`config.mk`:
```
export PLATFORM = sky130hd
export DESIGN_NAME = serial_flash_loader_command_engine_core
export DESIGN_NICKNAME = d
export VERILOG_FILES = /design/src/hdl/sfl_pkg.sv /design/src/hdl/sfl_engine.sv /design/src/hdl/sfl_out_queue.sv /design/src/hdl/serial_flash_loader_command_engine_core.sv
export VERILOG_INCLUDE_DIRS = /design/src /design/src/hdl
export SDC_FILE = /design/constraint.sdc
export NUM_CORES = 1
export LEC_CHECK = 0
export ABC_AREA = 1
export BUFFER_PORTS_ARGS = -buffer_cell sky130_fd_sc_hd__buf_2
export CAP_MARGIN = 20
export CORE_MARGIN = 2
export CORE_UTILIZATION = 55
export DETAILED_ROUTE_END_ITERATION = 6
export PLACE_DENSITY = 0.75
export SETUP_SLACK_MARGIN = 0.1
export SYNTH_ARGS = -nofsm -noshare
export SYNTH_HDL_FRONTEND = slang
export SYNTH_HIERARCHICAL = 1
export SYNTH_SLANG_ARGS = --single-unit
```
`constraint.sdc`:
```
create_clock -name clk -period 10.1 [get_ports clk]
set_clock_uncertainty 0.15 [all_clocks]
set_input_delay 1.01 -clock clk [delete_from_list [all_inputs] [get_ports clk]]
set_output_delay 1.01 -clock clk [all_outputs]
set_load 0.02 [all_outputs]
```
`src/hdl/assert_macros.svh`:
```
// Assertion macros used by the serial flash loader result queue.
`ifndef ASSERT_MACROS_SVH
`define ASSERT_MACROS_SVH

// Checks a property on every rising edge of clk while rst is low.
`define SFL_CHECK(lbl, prop) \
  lbl: assert property (@(posedge clk) disable iff (rst) prop) \
    else $error("sfl assertion failed");

// Checks that a condition in one cycle implies another in the next cycle.
`define SFL_CHECK_NEXT(lbl, ante, cons) \
  `SFL_CHECK(lbl, (ante) |=> (cons))

`endif

```
`src/hdl/sfl_pkg.sv`:
```
// Types, codes and helper functions shared by the serial flash loader modules.
package sfl_pkg;

  localparam int ROW_BYTES_DEF      = 16;
  localparam int ROWS_PER_ERASE_DEF = 4;

  localparam logic [7:0]  BOOT_DELAY_RST      = 8'd122;
  localparam logic [15:0] PROTECTED_LIMIT_RST = 16'h0800;

  localparam int CFG_IDX_W  = 1;
  localparam int CFG_DATA_W = 16;
  localparam logic [CFG_IDX_W-1:0] CFG_BOOT_DELAY      = 1'd0;
  localparam logic [CFG_IDX_W-1:0] CFG_PROTECTED_LIMIT = 1'd1;

  localparam logic [2:0] ACT_MSG    = 3'd0;
  localparam logic [2:0] ACT_ERASE  = 3'd1;
  localparam logic [2:0] ACT_LATCH  = 3'd2;
  localparam logic [2:0] ACT_COMMIT = 3'd3;
  localparam logic [2:0] ACT_READ   = 3'd4;
  localparam logic [2:0] ACT_LAUNCH = 3'd5;

  localparam logic [1:0] MSG_READY    = 2'd0;
  localparam logic [1:0] MSG_PLAY     = 2'd1;
  localparam logic [1:0] MSG_ILLEGAL  = 2'd2;
  localparam logic [1:0] MSG_LOADSTAR = 2'd3;

  localparam int MAX_RESULTS = 4;

  typedef struct packed {
    logic       cmd;
    logic [7:0] rx_byte;
  } sfl_in_t;

  typedef struct packed {
    logic [2:0]  action;
    logic [1:0]  message_code;
    logic [15:0] flash_address;
    logic [7:0]  flash_data;
    logic [15:0] burst_length;
    logic        last;
  } sfl_out_t;

  // All results caused by one input transaction, in order.
  typedef struct packed {
    logic [2:0]                   count;
    sfl_out_t [MAX_RESULTS-1:0]   res;
  } sfl_bundle_t;

  // Character of the unlock key at a given position.
  function automatic logic [7:0] key_char(input logic [2:0] pos);
    logic [7:0] ch;
    case (pos)
      3'd0:    ch = 8'h4C;
      3'd1:    ch = 8'h4F;
      3'd2:    ch = 8'h41;
      3'd3:    ch = 8'h44;
      3'd4:    ch = 8'h0A;
      default: ch = 8'h00;
    endcase
    return ch;
  endfunction

  function automatic sfl_out_t mk_result(input logic [2:0] act, input logic [1:0] msg,
                                         input logic [15:0] addr, input logic [7:0] data,
                                         input logic [15:0] len);
    sfl_out_t r;
    r.action        = act;
    r.message_code  = msg;
    r.flash_address = addr;
    r.flash_data    = data;
    r.burst_length  = len;
    r.last          = 1'b0;
    return r;
  endfunction

endpackage

```
`src/hdl/sfl_engine.sv`:
```
// Loader state and the combinational step logic that builds each result bundle.
module sfl_engine #(
  parameter int ROW_BYTES      = sfl_pkg::ROW_BYTES_DEF,
  parameter int ROWS_PER_ERASE = sfl_pkg::ROWS_PER_ERASE_DEF
) (
  input  logic                clk,
  input  logic                rst,
  input  logic                step,
  input  sfl_pkg::sfl_in_t    item,
  input  logic [7:0]          boot_delay_ticks,
  input  logic [15:0]         protected_limit,
  output sfl_pkg::sfl_bundle_t bundle
);
  import sfl_pkg::*;

  localparam int BirW = (ROW_BYTES > 1) ? $clog2(ROW_BYTES) : 1;
  localparam int RowW = (ROWS_PER_ERASE > 1) ? $clog2(ROWS_PER_ERASE) : 1;
  localparam logic [BirW-1:0] BirLast = BirW'(ROW_BYTES - 1);
  localparam logic [RowW-1:0] RowLast = RowW'(ROWS_PER_ERASE - 1);

  // Frame tags, first byte in the top bits.
  localparam logic [31:0] TagRead = "READ";
  localparam logic [31:0] TagWrit = "WRIT";
  localparam logic [31:0] TagQuit = "QUIT";

  localparam logic [2:0] PH_KEY   = 3'd0;
  localparam logic [2:0] PH_FRAME = 3'd1;
  localparam logic [2:0] PH_WRITE = 3'd2;
  localparam logic [2:0] PH_HALT  = 3'd3;
  localparam logic [2:0] PH_GONE  = 3'd4;

  logic [2:0]      phase, phase_next;
  logic [2:0]      key_position, key_position_next;
  logic [7:0]      tick_count, tick_count_next;
  logic [2:0]      frame_position, frame_position_next;
  logic [7:0]      frame_bytes [7];
  logic [15:0]     write_address, write_address_next;
  logic [15:0]     transfer_size, transfer_size_next;
  logic [16:0]     bytes_done, bytes_done_next;
  logic [RowW-1:0] row_in_block, row_in_block_next;
  logic [BirW-1:0] byte_in_row, byte_in_row_next;

  logic [2:0]  n;
  logic [7:0]  tick_inc;
  logic [15:0] frame_addr, frame_size, row_addr_next;
  logic [31:0] frame_tag;
  logic [16:0] bytes_inc;
  logic        is_read, is_writ, is_quit;

  assign frame_addr = {frame_bytes[5], frame_bytes[4]};
  assign frame_size = {item.rx_byte, frame_bytes[6]};
  assign frame_tag  = {frame_bytes[0], frame_bytes[1], frame_bytes[2], frame_bytes[3]};
  assign is_read = frame_tag == TagRead;
  assign is_writ = frame_tag == TagWrit;
  assign is_quit = frame_tag == TagQuit;
  assign tick_inc  = (tick_count != 8'hFF) ? tick_count + 8'd1 : tick_count;
  assign bytes_inc = (bytes_done != 17'h1FFFF) ? bytes_done + 17'd1 : bytes_done;
  assign row_addr_next = write_address + 16'(ROW_BYTES);

  always_comb begin
    phase_next          = phase;
    key_position_next   = key_position;
    tick_count_next     = tick_count;
    frame_position_next = frame_position;
    write_address_next  = write_address;
    transfer_size_next  = transfer_size;
    bytes_done_next     = bytes_done;
    row_in_block_next   = row_in_block;
    byte_in_row_next    = byte_in_row;
    bundle              = '0;
    n                   = 3'd0;

    case (phase)
      PH_KEY: begin
        if (item.cmd) begin
          tick_count_next = tick_inc;
          if (tick_inc >= boot_delay_ticks) begin
            bundle.res[n[1:0]] = mk_result(ACT_MSG, MSG_LOADSTAR, '0, '0, '0);
            n = n + 3'd1;
            bundle.res[n[1:0]] = mk_result(ACT_LAUNCH, MSG_READY, '0, '0, '0);
            n = n + 3'd1;
            phase_next = PH_GONE;
          end
        end else if (key_position < 3'd5 && item.rx_byte == key_char(key_position)) begin
          if (key_position == 3'd4) begin
            key_position_next   = 3'd0;
            frame_position_next = 3'd0;
            phase_next          = PH_FRAME;
            bundle.res[n[1:0]]  = mk_result(ACT_MSG, MSG_PLAY, '0, '0, '0);
            n = n + 3'd1;
          end else begin
            key_position_next = key_position + 3'd1;
          end
        end else begin
          key_position_next = (item.rx_byte == key_char(3'd0)) ? 3'd1 : 3'd0;
        end
      end
      PH_FRAME: begin
        if (!item.cmd) begin
          frame_position_next = frame_position + 3'd1;
          if (frame_position == 3'd7) begin
            // Eighth byte completes the frame; it is used directly from the input.
            write_address_next = frame_addr;
            transfer_size_next = frame_size;
            if (is_read) begin
              bundle.res[n[1:0]] = mk_result(ACT_READ, MSG_READY, frame_addr, '0, frame_size);
              n = n + 3'd1;
            end else if (is_writ) begin
              if (frame_addr < protected_limit) begin
                bundle.res[n[1:0]] = mk_result(ACT_MSG, MSG_ILLEGAL, '0, '0, '0);
                n = n + 3'd1;
                phase_next = PH_HALT;
              end else if (frame_size == 16'd0) begin
                bundle.res[n[1:0]] = mk_result(ACT_MSG, MSG_READY, '0, '0, '0);
                n = n + 3'd1;
              end else begin
                bytes_done_next   = '0;
                row_in_block_next = '0;
                byte_in_row_next  = '0;
                bundle.res[n[1:0]] = mk_result(ACT_ERASE, MSG_READY, frame_addr, '0, '0);
                n = n + 3'd1;
                bundle.res[n[1:0]] = mk_result(ACT_MSG, MSG_READY, '0, '0, '0);
                n = n + 3'd1;
                phase_next = PH_WRITE;
              end
            end else if (is_quit) begin
              bundle.res[n[1:0]] = mk_result(ACT_MSG, MSG_LOADSTAR, '0, '0, '0);
              n = n + 3'd1;
              bundle.res[n[1:0]] = mk_result(ACT_LAUNCH, MSG_READY, '0, '0, '0);
              n = n + 3'd1;
              phase_next = PH_GONE;
            end
          end
        end
      end
      PH_WRITE: begin
        if (!item.cmd) begin
          bundle.res[n[1:0]] = mk_result(ACT_LATCH, MSG_READY,
                                         write_address + 16'(byte_in_row), item.rx_byte, '0);
          n = n + 3'd1;
          bytes_done_next = bytes_inc;
          if (byte_in_row == BirLast) begin
            bundle.res[n[1:0]] = mk_result(ACT_COMMIT, MSG_READY, write_address, '0, '0);
            n = n + 3'd1;
            write_address_next = row_addr_next;
            byte_in_row_next   = '0;
            if (bytes_inc >= {1'b0, transfer_size}) begin
              phase_next        = PH_FRAME;
              row_in_block_next = '0;
            end else if (row_in_block == RowLast) begin
              row_in_block_next  = '0;
              bundle.res[n[1:0]] = mk_result(ACT_ERASE, MSG_READY, row_addr_next, '0, '0);
              n = n + 3'd1;
            end else begin
              row_in_block_next = row_in_block + RowW'(1);
            end
            bundle.res[n[1:0]] = mk_result(ACT_MSG, MSG_READY, '0, '0, '0);
            n = n + 3'd1;
          end else begin
            byte_in_row_next = byte_in_row + BirW'(1);
          end
        end
      end
      default: begin
        // Halted or launched: everything is ignored until reset.
      end
    endcase

    bundle.count = n;
  end

  always_ff @(posedge clk) begin
    if (rst) begin
      phase          <= PH_KEY;
      key_position   <= '0;
      tick_count     <= '0;
      frame_position <= '0;
      write_address  <= '0;
      transfer_size  <= '0;
      bytes_done     <= '0;
      row_in_block   <= '0;
      byte_in_row    <= '0;
    end else if (step) begin
      phase          <= phase_next;
      key_position   <= key_position_next;
      tick_count     <= tick_count_next;
      frame_position <= frame_position_next;
      write_address  <= write_address_next;
      transfer_size  <= transfer_size_next;
      bytes_done     <= bytes_done_next;
      row_in_block   <= row_in_block_next;
      byte_in_row    <= byte_in_row_next;
    end
  end

  always_ff @(posedge clk) begin
    for (int i = 0; i < 7; i++) begin
      if (step && phase == PH_FRAME && !item.cmd && frame_position == 3'(i)) begin
        frame_bytes[i] <= item.rx_byte;
      end
    end
  end

endmodule

```
`src/hdl/sfl_out_queue.sv`:
```
// One-bundle result register; hands out a result per cycle while out_ready is high.
`include "assert_macros.svh"

module sfl_out_queue (
  input  logic                 clk,
  input  logic                 rst,
  input  logic                 load,
  input  sfl_pkg::sfl_bundle_t bundle,
  output logic                 load_ok,
  output logic                 out_valid,
  input  logic                 out_ready,
  output sfl_pkg::sfl_out_t    out_data
);
  import sfl_pkg::*;

  sfl_out_t [MAX_RESULTS-1:0] held;
  logic [2:0] count;
  logic [1:0] idx;
  logic       busy, at_last, deliver;

  assign busy    = count != 3'd0;
  assign at_last = {1'b0, idx} == (count - 3'd1);
  assign deliver = busy && out_ready;
  assign load_ok = !busy || (out_ready && at_last);

  always_ff @(posedge clk) begin
    if (rst) begin
      count <= '0;
      idx   <= '0;
    end else if (load) begin
      count <= bundle.count;
      idx   <= '0;
    end else if (deliver) begin
      if (at_last) begin
        count <= '0;
      end else begin
        idx <= idx + 2'd1;
      end
    end
  end

  always_ff @(posedge clk) begin
    if (load) begin
      held <= bundle.res;
    end
  end

  always_comb begin
    out_data      = held[idx];
    out_data.last = at_last;
  end

  assign out_valid = busy;

  `SFL_CHECK(idx_in_range, busy |-> ({1'b0, idx} < count))
  `SFL_CHECK(count_bounded, count <= 3'd4)
  `SFL_CHECK_NEXT(drains_when_done, deliver && at_last && !load, !out_valid)

endmodule

```
`src/hdl/serial_flash_loader_command_engine_core.sv`:
```
// Top level of the serial flash loader command engine: input register, engine, result queue.
// An accepted transaction waits in the input register, is stepped through the engine once
//   the result queue can take its bundle, and its results are then handed out by the queue.
// Throughput: one transaction per cycle while each causes at most one result and out_ready
//   is high; one with k results (at most four) keeps the queue busy until all are taken.
// Reset (rst, synchronous, active high) clears the engine and restores both register defaults.
module serial_flash_loader_command_engine_core #(
  parameter int ROW_BYTES      = sfl_pkg::ROW_BYTES_DEF,
  parameter int ROWS_PER_ERASE = sfl_pkg::ROWS_PER_ERASE_DEF
) (
  input  logic                             clk,
  input  logic                             rst,
  input  logic                             in_valid,
  output logic                             in_ready,
  input  sfl_pkg::sfl_in_t                 in_data,
  output logic                             out_valid,
  input  logic                             out_ready,
  output sfl_pkg::sfl_out_t                out_data,
  input  logic                             cfg_we,
  input  logic [sfl_pkg::CFG_IDX_W-1:0]    cfg_index,
  input  logic [sfl_pkg::CFG_DATA_W-1:0]   cfg_data
);
  import sfl_pkg::*;

  // Configuration registers. They are to be written by the user only while the block is idle;
  // it is not enforced. Reset sets the boot delay to 122 ticks, the protected limit to 0x0800.
  logic [7:0]  boot_delay_ticks;
  logic [15:0] protected_limit;

  always_ff @(posedge clk) begin
    if (rst) begin
      boot_delay_ticks <= BOOT_DELAY_RST;
      protected_limit  <= PROTECTED_LIMIT_RST;
    end else if (cfg_we) begin
      case (cfg_index)
        CFG_BOOT_DELAY:      boot_delay_ticks <= cfg_data[7:0];
        CFG_PROTECTED_LIMIT: protected_limit  <= cfg_data;
        default: ;
      endcase
    end
  end

  // Input register. A held transaction is stepped through the engine as soon as the
  // result queue can take its bundle; the register refills in the same cycle, so a new
  // transaction is taken every cycle while the queue keeps up.
  sfl_in_t     in_q;
  logic        in_q_valid;
  logic        process;
  logic        load_ok;
  sfl_bundle_t bundle;

  assign process  = in_q_valid && load_ok;
  assign in_ready = !in_q_valid || process;

  always_ff @(posedge clk) begin
    if (rst) begin
      in_q_valid <= 1'b0;
    end else if (in_ready) begin
      in_q_valid <= in_valid;
    end
  end

  always_ff @(posedge clk) begin
    if (in_ready && in_valid) begin
      in_q <= in_data;
    end
  end

  // The engine builds the whole result bundle combinationally and updates its state on step.
  sfl_engine #(
    .ROW_BYTES      (ROW_BYTES),
    .ROWS_PER_ERASE (ROWS_PER_ERASE)
  ) u_engine (
    .clk              (clk),
    .rst              (rst),
    .step             (process),
    .item             (in_q),
    .boot_delay_ticks (boot_delay_ticks),
    .protected_limit  (protected_limit),
    .bundle           (bundle)
  );

  // The queue takes every stepped bundle; an empty bundle simply leaves it idle.
  sfl_out_queue u_out_queue (
    .clk       (clk),
    .rst       (rst),
    .load      (process),
    .bundle    (bundle),
    .load_ok   (load_ok),
    .out_valid (out_valid),
    .out_ready (out_ready),
    .out_data  (out_data)
  );

endmodule

```
==> metrics.cfg, run 1 <==
[clock_tree]
postCtsSetupBuffers = 0
postCtsHoldBufs = 0
htree_levels = 2
cts_root_buf = clkbuf_16
cts_tree = built
worst_setup_hold_path_clk_slew_ps = 60
cts_sinks = 347
clkLatencyLatePin_ps = 530
numCtsBuffers = 38
post_cts_resized = 0
clock_path_buffers = 3

[yosys]
synth.avg_cell_area_um2 = 9.244
synth_cells = 1851
yosysWarnings = 6
synth_area_um2 = 17110

[drt]
initialDrtViolationCount = 1150
firstDrtPassIters = 5
via_per_inst = 5.364
ant_nets = 0
num_vias = 12573
post_drt_wl_per_cell_um = 15.90
drc = 0
wl_um = 37280

[floorplan]
die_y_um = 180.4
dieArea_um2 = 32540
rows = 64
core_um2 = 30590
fp.dieW_um = 180.4
start_util_pct = 55.94
num_io_pins = 79

[sta]
fin_crit_ps = 4174
clock.fmax_ghz = 0.2396
hold_viol = 0
post-route-period-util_pct = 41.33
fin_setup_tns_ps = 0
maxSlewHeadroom_pct = 24.95
tightest_slew_ps = 1117
rsz0062_at_grt = false
slew_violations = 0
setup_viol = 0

[run_status]
status = complete, no violations

[pwr]
p_switching_uw = 817.7
swShare_pct = 25.06
internal_power_uw = 2445
clkPwrFrac_pct = 40.0
combPwrFrac_pct = 10.0
p_per_area_nw_per_um2 = 175.4
pwr-share-seq_pct = 50.0
power_leakage_uw = 0.007477
peakVddDrop_uv = 104.0

[layout]
drive_above_1_share_pct = 10.32
instances_no_fill = 2344
area_growth_pct = 8.746
nNetsFinal = 2010

[placed_design]
placedCellCount = 2270
portBuffers = 78
dpl.hpwl_um = 25410
gp_congestion = 0.9383

[global_routing]
grt_antenna_before_repair = 1
grt_pass1_vias = 12102
grt.total_usage_pct = 22.85
grt-ovfl-total = 0
grt_max_degree = 97
grt_pass1_wl_um = 60330

[setup_path]
endpoint_kind = flip-flop
worstPathArrival_ps = 4160
required_ps = 10090
critPathMaxFanout = 96
worstSetupStartpointType = flip-flop
critical_path_class = reg2reg

[worst_hold_path]
hp-class = reg2reg

[job]
maxCapViolCount = 0

power groups by stage:
stage	Sequential [uW]	Combinational [uW]	Clock (uW)
detailed placement	1660	320	0
CTS	1630	322	1320
finish	1630	327	1300
global placement	1660	310	0
floorplan	1650	270	0
global route	1640	374	1380
per-stage QoR:
stage	hold WS, ps	setup slack (ps)	util, %	power, uW	cell area [um2]
finish	309.5	5926	60.83	3263	18610
global route	336.9	5578	60.82	3395	18600
CTS	318.8	5620	60.66	3275	18550
detailed placement	304.6	5679	56.79	1982	17370
global placement	297.1	5830	56.79	1968	17370
floorplan	278.9	3098	-	1923	17480
final cells by class:
| class | instances | area (um2) |
|---|---|---|
| clock inverters | 18 | 138.9 |
| clock buffers | 52 | 1044 |
| fillers | 2548 | 11980 |
| flip-flops and latches | 347 | 9400 |
| inverters | 200 | 760.7 |
| well taps | 396 | 495.5 |
| diodes | 1 | 2.502 |
| repair buffers | 90 | 508.0 |
| multi-input cells | 1240 | 6257 |
worst max-delay path, cell delays in order, from the launching register on:
cell and delay (ps):
dfxtp_1 360, inv_1 100, ha_1 310, inv_1 40, nand2_1 50, nand2_1 100
nor2_4 120, nand2_2 80, o21ai_0 220, nand2_1 150, inv_6 580, inv_1 130
nor2_1 120, inv_1 90, nor2_1 140, inv_2 100, nor3_1 860
routing by layer:
metal  global-route usage, %  vias up  wire (um)
li1                        -     6204          -
met1                   30.06     5784      15750
met2                   38.27      495      17490
met3                   4.022       90       2927
met4                   7.903        0       1117
met5                       0        -          0
sequential cells by signal, indices dropped and copies added (netlist names), 2 cells and up:
name	flops
u_out_queue/held	180
u_engine/frame_bytes	56
u_engine/bytes_done	17
protected_limit	16
u_engine/transfer_size	16
u_engine/write_address	16
in_q	9
boot_delay_ticks	8
u_engine/tick_count	8
u_engine/byte_in_row	4
u_engine/frame_position	3
u_engine/key_position	3
u_engine/phase	3
u_out_queue/count	3
u_engine/row_in_block	2
u_out_queue/idx	2
final timing paths:
| kind | from | slack (ps) | end | cells past startpoint |
|---|---|---|---|---|
| worst max-delay path | u_out_queue/count[0] | 5930 | u_engine/frame_bytes[2][0] | 16 |
| worst min-delay path | boot_delay_ticks[4] | 310 | boot_delay_ticks[4] | 2 |
| worst max register to register | u_out_queue/count[0] | 5930 | u_engine/frame_bytes[2][0] | 16 |
| worst min register to register | boot_delay_ticks[4] | 310 | boot_delay_ticks[4] | 2 |
layout by cell type (no fill, tap or decap), types with 6 or more instances in the layout:
cell,instances
nor2_1,297
nand2_1,235
a31oi_1,10
inv_2,16
a21oi_1,91
ha_1,61
nand2_2,8
o21ai_0,170
dfxtp_1,101
edfxtp_1,245
o21ai_1,21
nand3_1,82
nor2_2,10
a211oi_1,9
buf_4,10
o22ai_1,45
nor3_1,23
clkbuf_1,10
nand4_1,15
xnor2_1,8
clkbuf_16,38
xor2_1,12
inv_1,179
buf_2,78
a221oi_1,6
clkinv_1,9
conb_1,99
Power figures use the tool's default switching activity.
==> run 2, diff against run 1 <==
Settings changed: PLACE_DENSITY 0.75 to 0.77.
Clock period 10.1 ns to 3.72 ns, I/O delays scaled along.
==> run 2 against run 1 <==
Net effect:
- the run now ends with design-rule violations, negative hold slack left
- design area up 2.5%
- highest routed layer unchanged
- largest cell class unchanged
- via count grew 1.3%
- die area unchanged
- sequential power rose to 2.7 times the previous value
- flip-flop and latch count is the same
- largest power group unchanged
- worst setup slack worse by 5600 ps
- sequential share of layout area fell by 1.2 points
- first-iteration DRC count up 2.1%
- clock power grew to 2.8 times the previous value
- critical path type unchanged
- maximum frequency grew 24%
==> metrics.cfg, run 2 (synthesized netlist as in run 1, its figures left out) <==
[global_routing]
grt_antenna_before_repair = 0  ; was 1
grt_pass1_vias = 12446  ; was 12,102
grt-ovfl-total = 0  ; unchanged
grt_pass1_wl_um = 61880  ; was 60,330 um
grt.total_usage_pct = 23.55  ; was 22.85%
grt_max_degree = 127  ; was 97

[sta]
worst_slack_ps = 363.5  ; was 5926 ps
fin_crit_ps = 3357  ; was 4174 ps
hold_viol = 1  ; was 0
post-route-period-util_pct = 90.23  ; was 41.33%
maxSlewHeadroom_pct = 40.57  ; was 24.95%
hold_ws_ps = -0.07466  ; was 309.5 ps
rsz0062_at_grt = false  ; unchanged
tightest_slew_ps = 891.4  ; was 1117 ps
setup_viol = 0  ; unchanged
clock.fmax_ghz = 0.2979  ; was 0.2396 GHz
slew_violations = 0  ; unchanged

[floorplan]
core_um2 = 30590  ; unchanged
die_y_um = 180.4  ; unchanged
rows = 64  ; unchanged
dieArea_um2 = 32540  ; unchanged
num_io_pins = 79  ; unchanged
fp.dieW_um = 180.4  ; unchanged
start_util_pct = 55.94  ; unchanged

[run_status]
violations = design-rule violations, negative hold slack
status = finished, violations left  ; was complete, no violations

[drt]
initialDrtViolationCount = 1174  ; was 1,150
via_per_inst = 5.358  ; was 5.364
firstDrtPassIters = 7  ; was 5
num_vias = 12736  ; was 12,573
post_drt_wl_per_cell_um = 16.22  ; was 15.90 um
wl_um = 38550  ; was 37,280 um
ant_nets = 0  ; unchanged
drc = 1  ; was 0

[layout]
finalInstanceArea_um2 = 19080  ; was 18,610 um2
largest_register_ffs = 180  ; unchanged
area_growth_pct = 11.49  ; was 8.746%
regMostFlops = u_out_queue/held  ; unchanged
drive_above_1_share_pct = 12.87  ; was 10.32%
layout_common_cells = nor2_1 (296), edfxtp_1 (245), nand2_1 (231)  ; was nor2_1 (297), edfxtp_1 (245), nand2_1 (235)
instances_no_fill = 2377  ; was 2,344
final_common_cell = nor2_1  ; unchanged
reg_top3 = u_out_queue/held (180), u_engine/frame_bytes (56), u_engine/bytes_done (17)  ; unchanged
insertedDiodeCount = 0  ; was 1
nNetsFinal = 2046  ; was 2,010

[setup_path]
worstSetupStartpointType = flip-flop  ; unchanged
critPathMaxFanout = 5  ; was 96
crit_family = simple AND/OR/NAND/NOR gates  ; unchanged
worstPathArrival_ps = 3640  ; was 4160 ps
required_ps = 4010  ; was 10,090 ps
slowest_stage = dfxtp_2  ; was nor3_1
crit_buf_inv = 3  ; was 6
endpoint_kind = flip-flop  ; unchanged
critical_path_class = reg2reg  ; unchanged
critPathMaxStageDelay_ps = 360  ; was 860 ps
crit_chain = ha_2 > nand3_1 > inv_1 > nand2_1 > nor2_2 > nand2_4 > buf_4 > nand2_1 > xnor2_2 > ha_1 > nand2_1 > nor2_1 > nand3b_1 > nand2_1 > nand2_1 > nand2_1 > nand2_1 > nand2_1 > nand2_1 > nand3_2 > inv_2 > o211ai_1 > nand2_1 > a21oi_1  ; was inv_1 > ha_1 > inv_1 > nand2_1 > nand2_1 > nor2_4 > nand2_2 > o21ai_0 > nand2_1 > inv_6 > inv_1 > nor2_1 > inv_1 > nor2_1 > inv_2 > nor3_1
cp_common_cell = nand2_1  ; was inv_1

[placed_design]
dpl.hpwl_um = 26520  ; was 25,410 um
gp_congestion = 0.9214  ; was 0.9383
placedCellCount = 2284  ; was 2,270
pre_cts_slack_ps = 149.9  ; was 5679 ps
dpl_cell_area_um2 = 17560  ; was 17,370 um2
portBuffers = 78  ; unchanged

[clock_tree]
numCtsBuffers = 37  ; was 38
cts_root_buf = clkbuf_16  ; unchanged
cts_sinks = 347  ; unchanged
clock_path_buffers = 3  ; unchanged
htree_levels = 2  ; unchanged
cts_tree = built  ; unchanged
clkLatencyLatePin_ps = 520  ; was 530 ps
worst_setup_hold_path_clk_slew_ps = 60  ; about the same

[pwr]
swShare_pct = 25.20  ; was 25.06%
clkPwrFrac_pct = 40.5  ; was 40.0%
power_leakage_uw = 0.007688  ; was 0.007477 uW
peakVddDrop_uv = 319.7  ; was 104.0 uV
pwr-share-seq_pct = 49.1  ; was 50.0%
internal_power_uw = 6733  ; was 2445 uW
p_switching_uw = 2269  ; was 817.7 uW
p_per_area_nw_per_um2 = 471.9  ; was 175.4 nW/um2
combPwrFrac_pct = 10.3  ; was 10.0%

[job]
maxCapViolCount = 0  ; unchanged

[worst_hold_path]
hp-class = in2reg  ; was reg2reg

-- run 2: cell count changes in the layout (fill, tap and decap cells not counted), sizes merged --
cell and delta:
inv -1, clkinvlp +7, buf +17, dlygate4sd3 +20, clkbuf -14, clkinv +2, bufinv +3, diode -1
-- run 2: cell type report --
class,count,area (um2)
inverters,200,760.7
repair buffers,127,820.8
flip-flops and latches,347,9405
well taps,396,495.5
clock inverters,29,281.5
clock buffers,38,929.6
fillers,2481,11510
multi-input cells,1240,6382
-- run 2: worst paths after layout --
path | slack [ps] | cells after the start | startpoint | to
worst max-delay path | 360 | 24 | u_engine/bytes_done[1] | u_out_queue/count[1]
worst min-delay path | -0.07 | 3 | cfg_data[7] | protected_limit[7]
worst max register to register | 360 | 24 | u_engine/bytes_done[1] | u_out_queue/count[1]
worst min register to register | 320 | 2 | boot_delay_ticks[3] | boot_delay_ticks[3]
-- run 2: power by group through the flow --
| stage | Sequential [uW] | Combinational (uW) | Clock (uW) |
|---|---|---|---|
| 6_report | 4420 | 930 | 3650 |
| 5_1_grt | 4440 | 1060 | 3870 |
| 4_1_cts | 4420 | 915 | 3720 |
| 3_5_place_dp | 4500 | 893 | 0 |
| 3_3_place_gp | 4500 | 871 | 0 |
| 2_1_floorplan | 4480 | 742 | 0 |
-- run 2: metal layers --
layer | GRT usage, % | wire length, um | up-vias
li1 | - | - | 6281
met1 | 31.20 | 16710 | 5906
met2 | 39.34 | 17960 | 456
met3 | 3.880 | 2595 | 93
met4 | 8.323 | 1285 | 0
met5 | 0 | 0 | -
-- run 2: stage by stage --
| stage | TNS (ps) | util (%) | total power, uW |
|---|---|---|---|
| floorplan | -234270 | - | 5223 |
| global placement | 0 | 57.42 | 5366 |
| detailed placement | 0 | 57.42 | 5396 |
| CTS | 0 | 62.03 | 9059 |
| global route | 0 | 62.36 | 9375 |
| finish | 0 | 62.36 | 9002 |
-- run 2: worst min-delay path: cells and delay by family --
family,cells,cell delay [ps]
AO/OA/AOI/OAI,1,90
AND/OR/NAND/NOR,1,80
buffers and inverters,1,80
-- run 2: what timing repair did --
item	4_1_cts	5_1_grt
hold endpoints to repair	23	0
hold buffers	20	0
buffers inserted	0	6
gates resized for setup	0	13
setup endpoints to repair	0	29
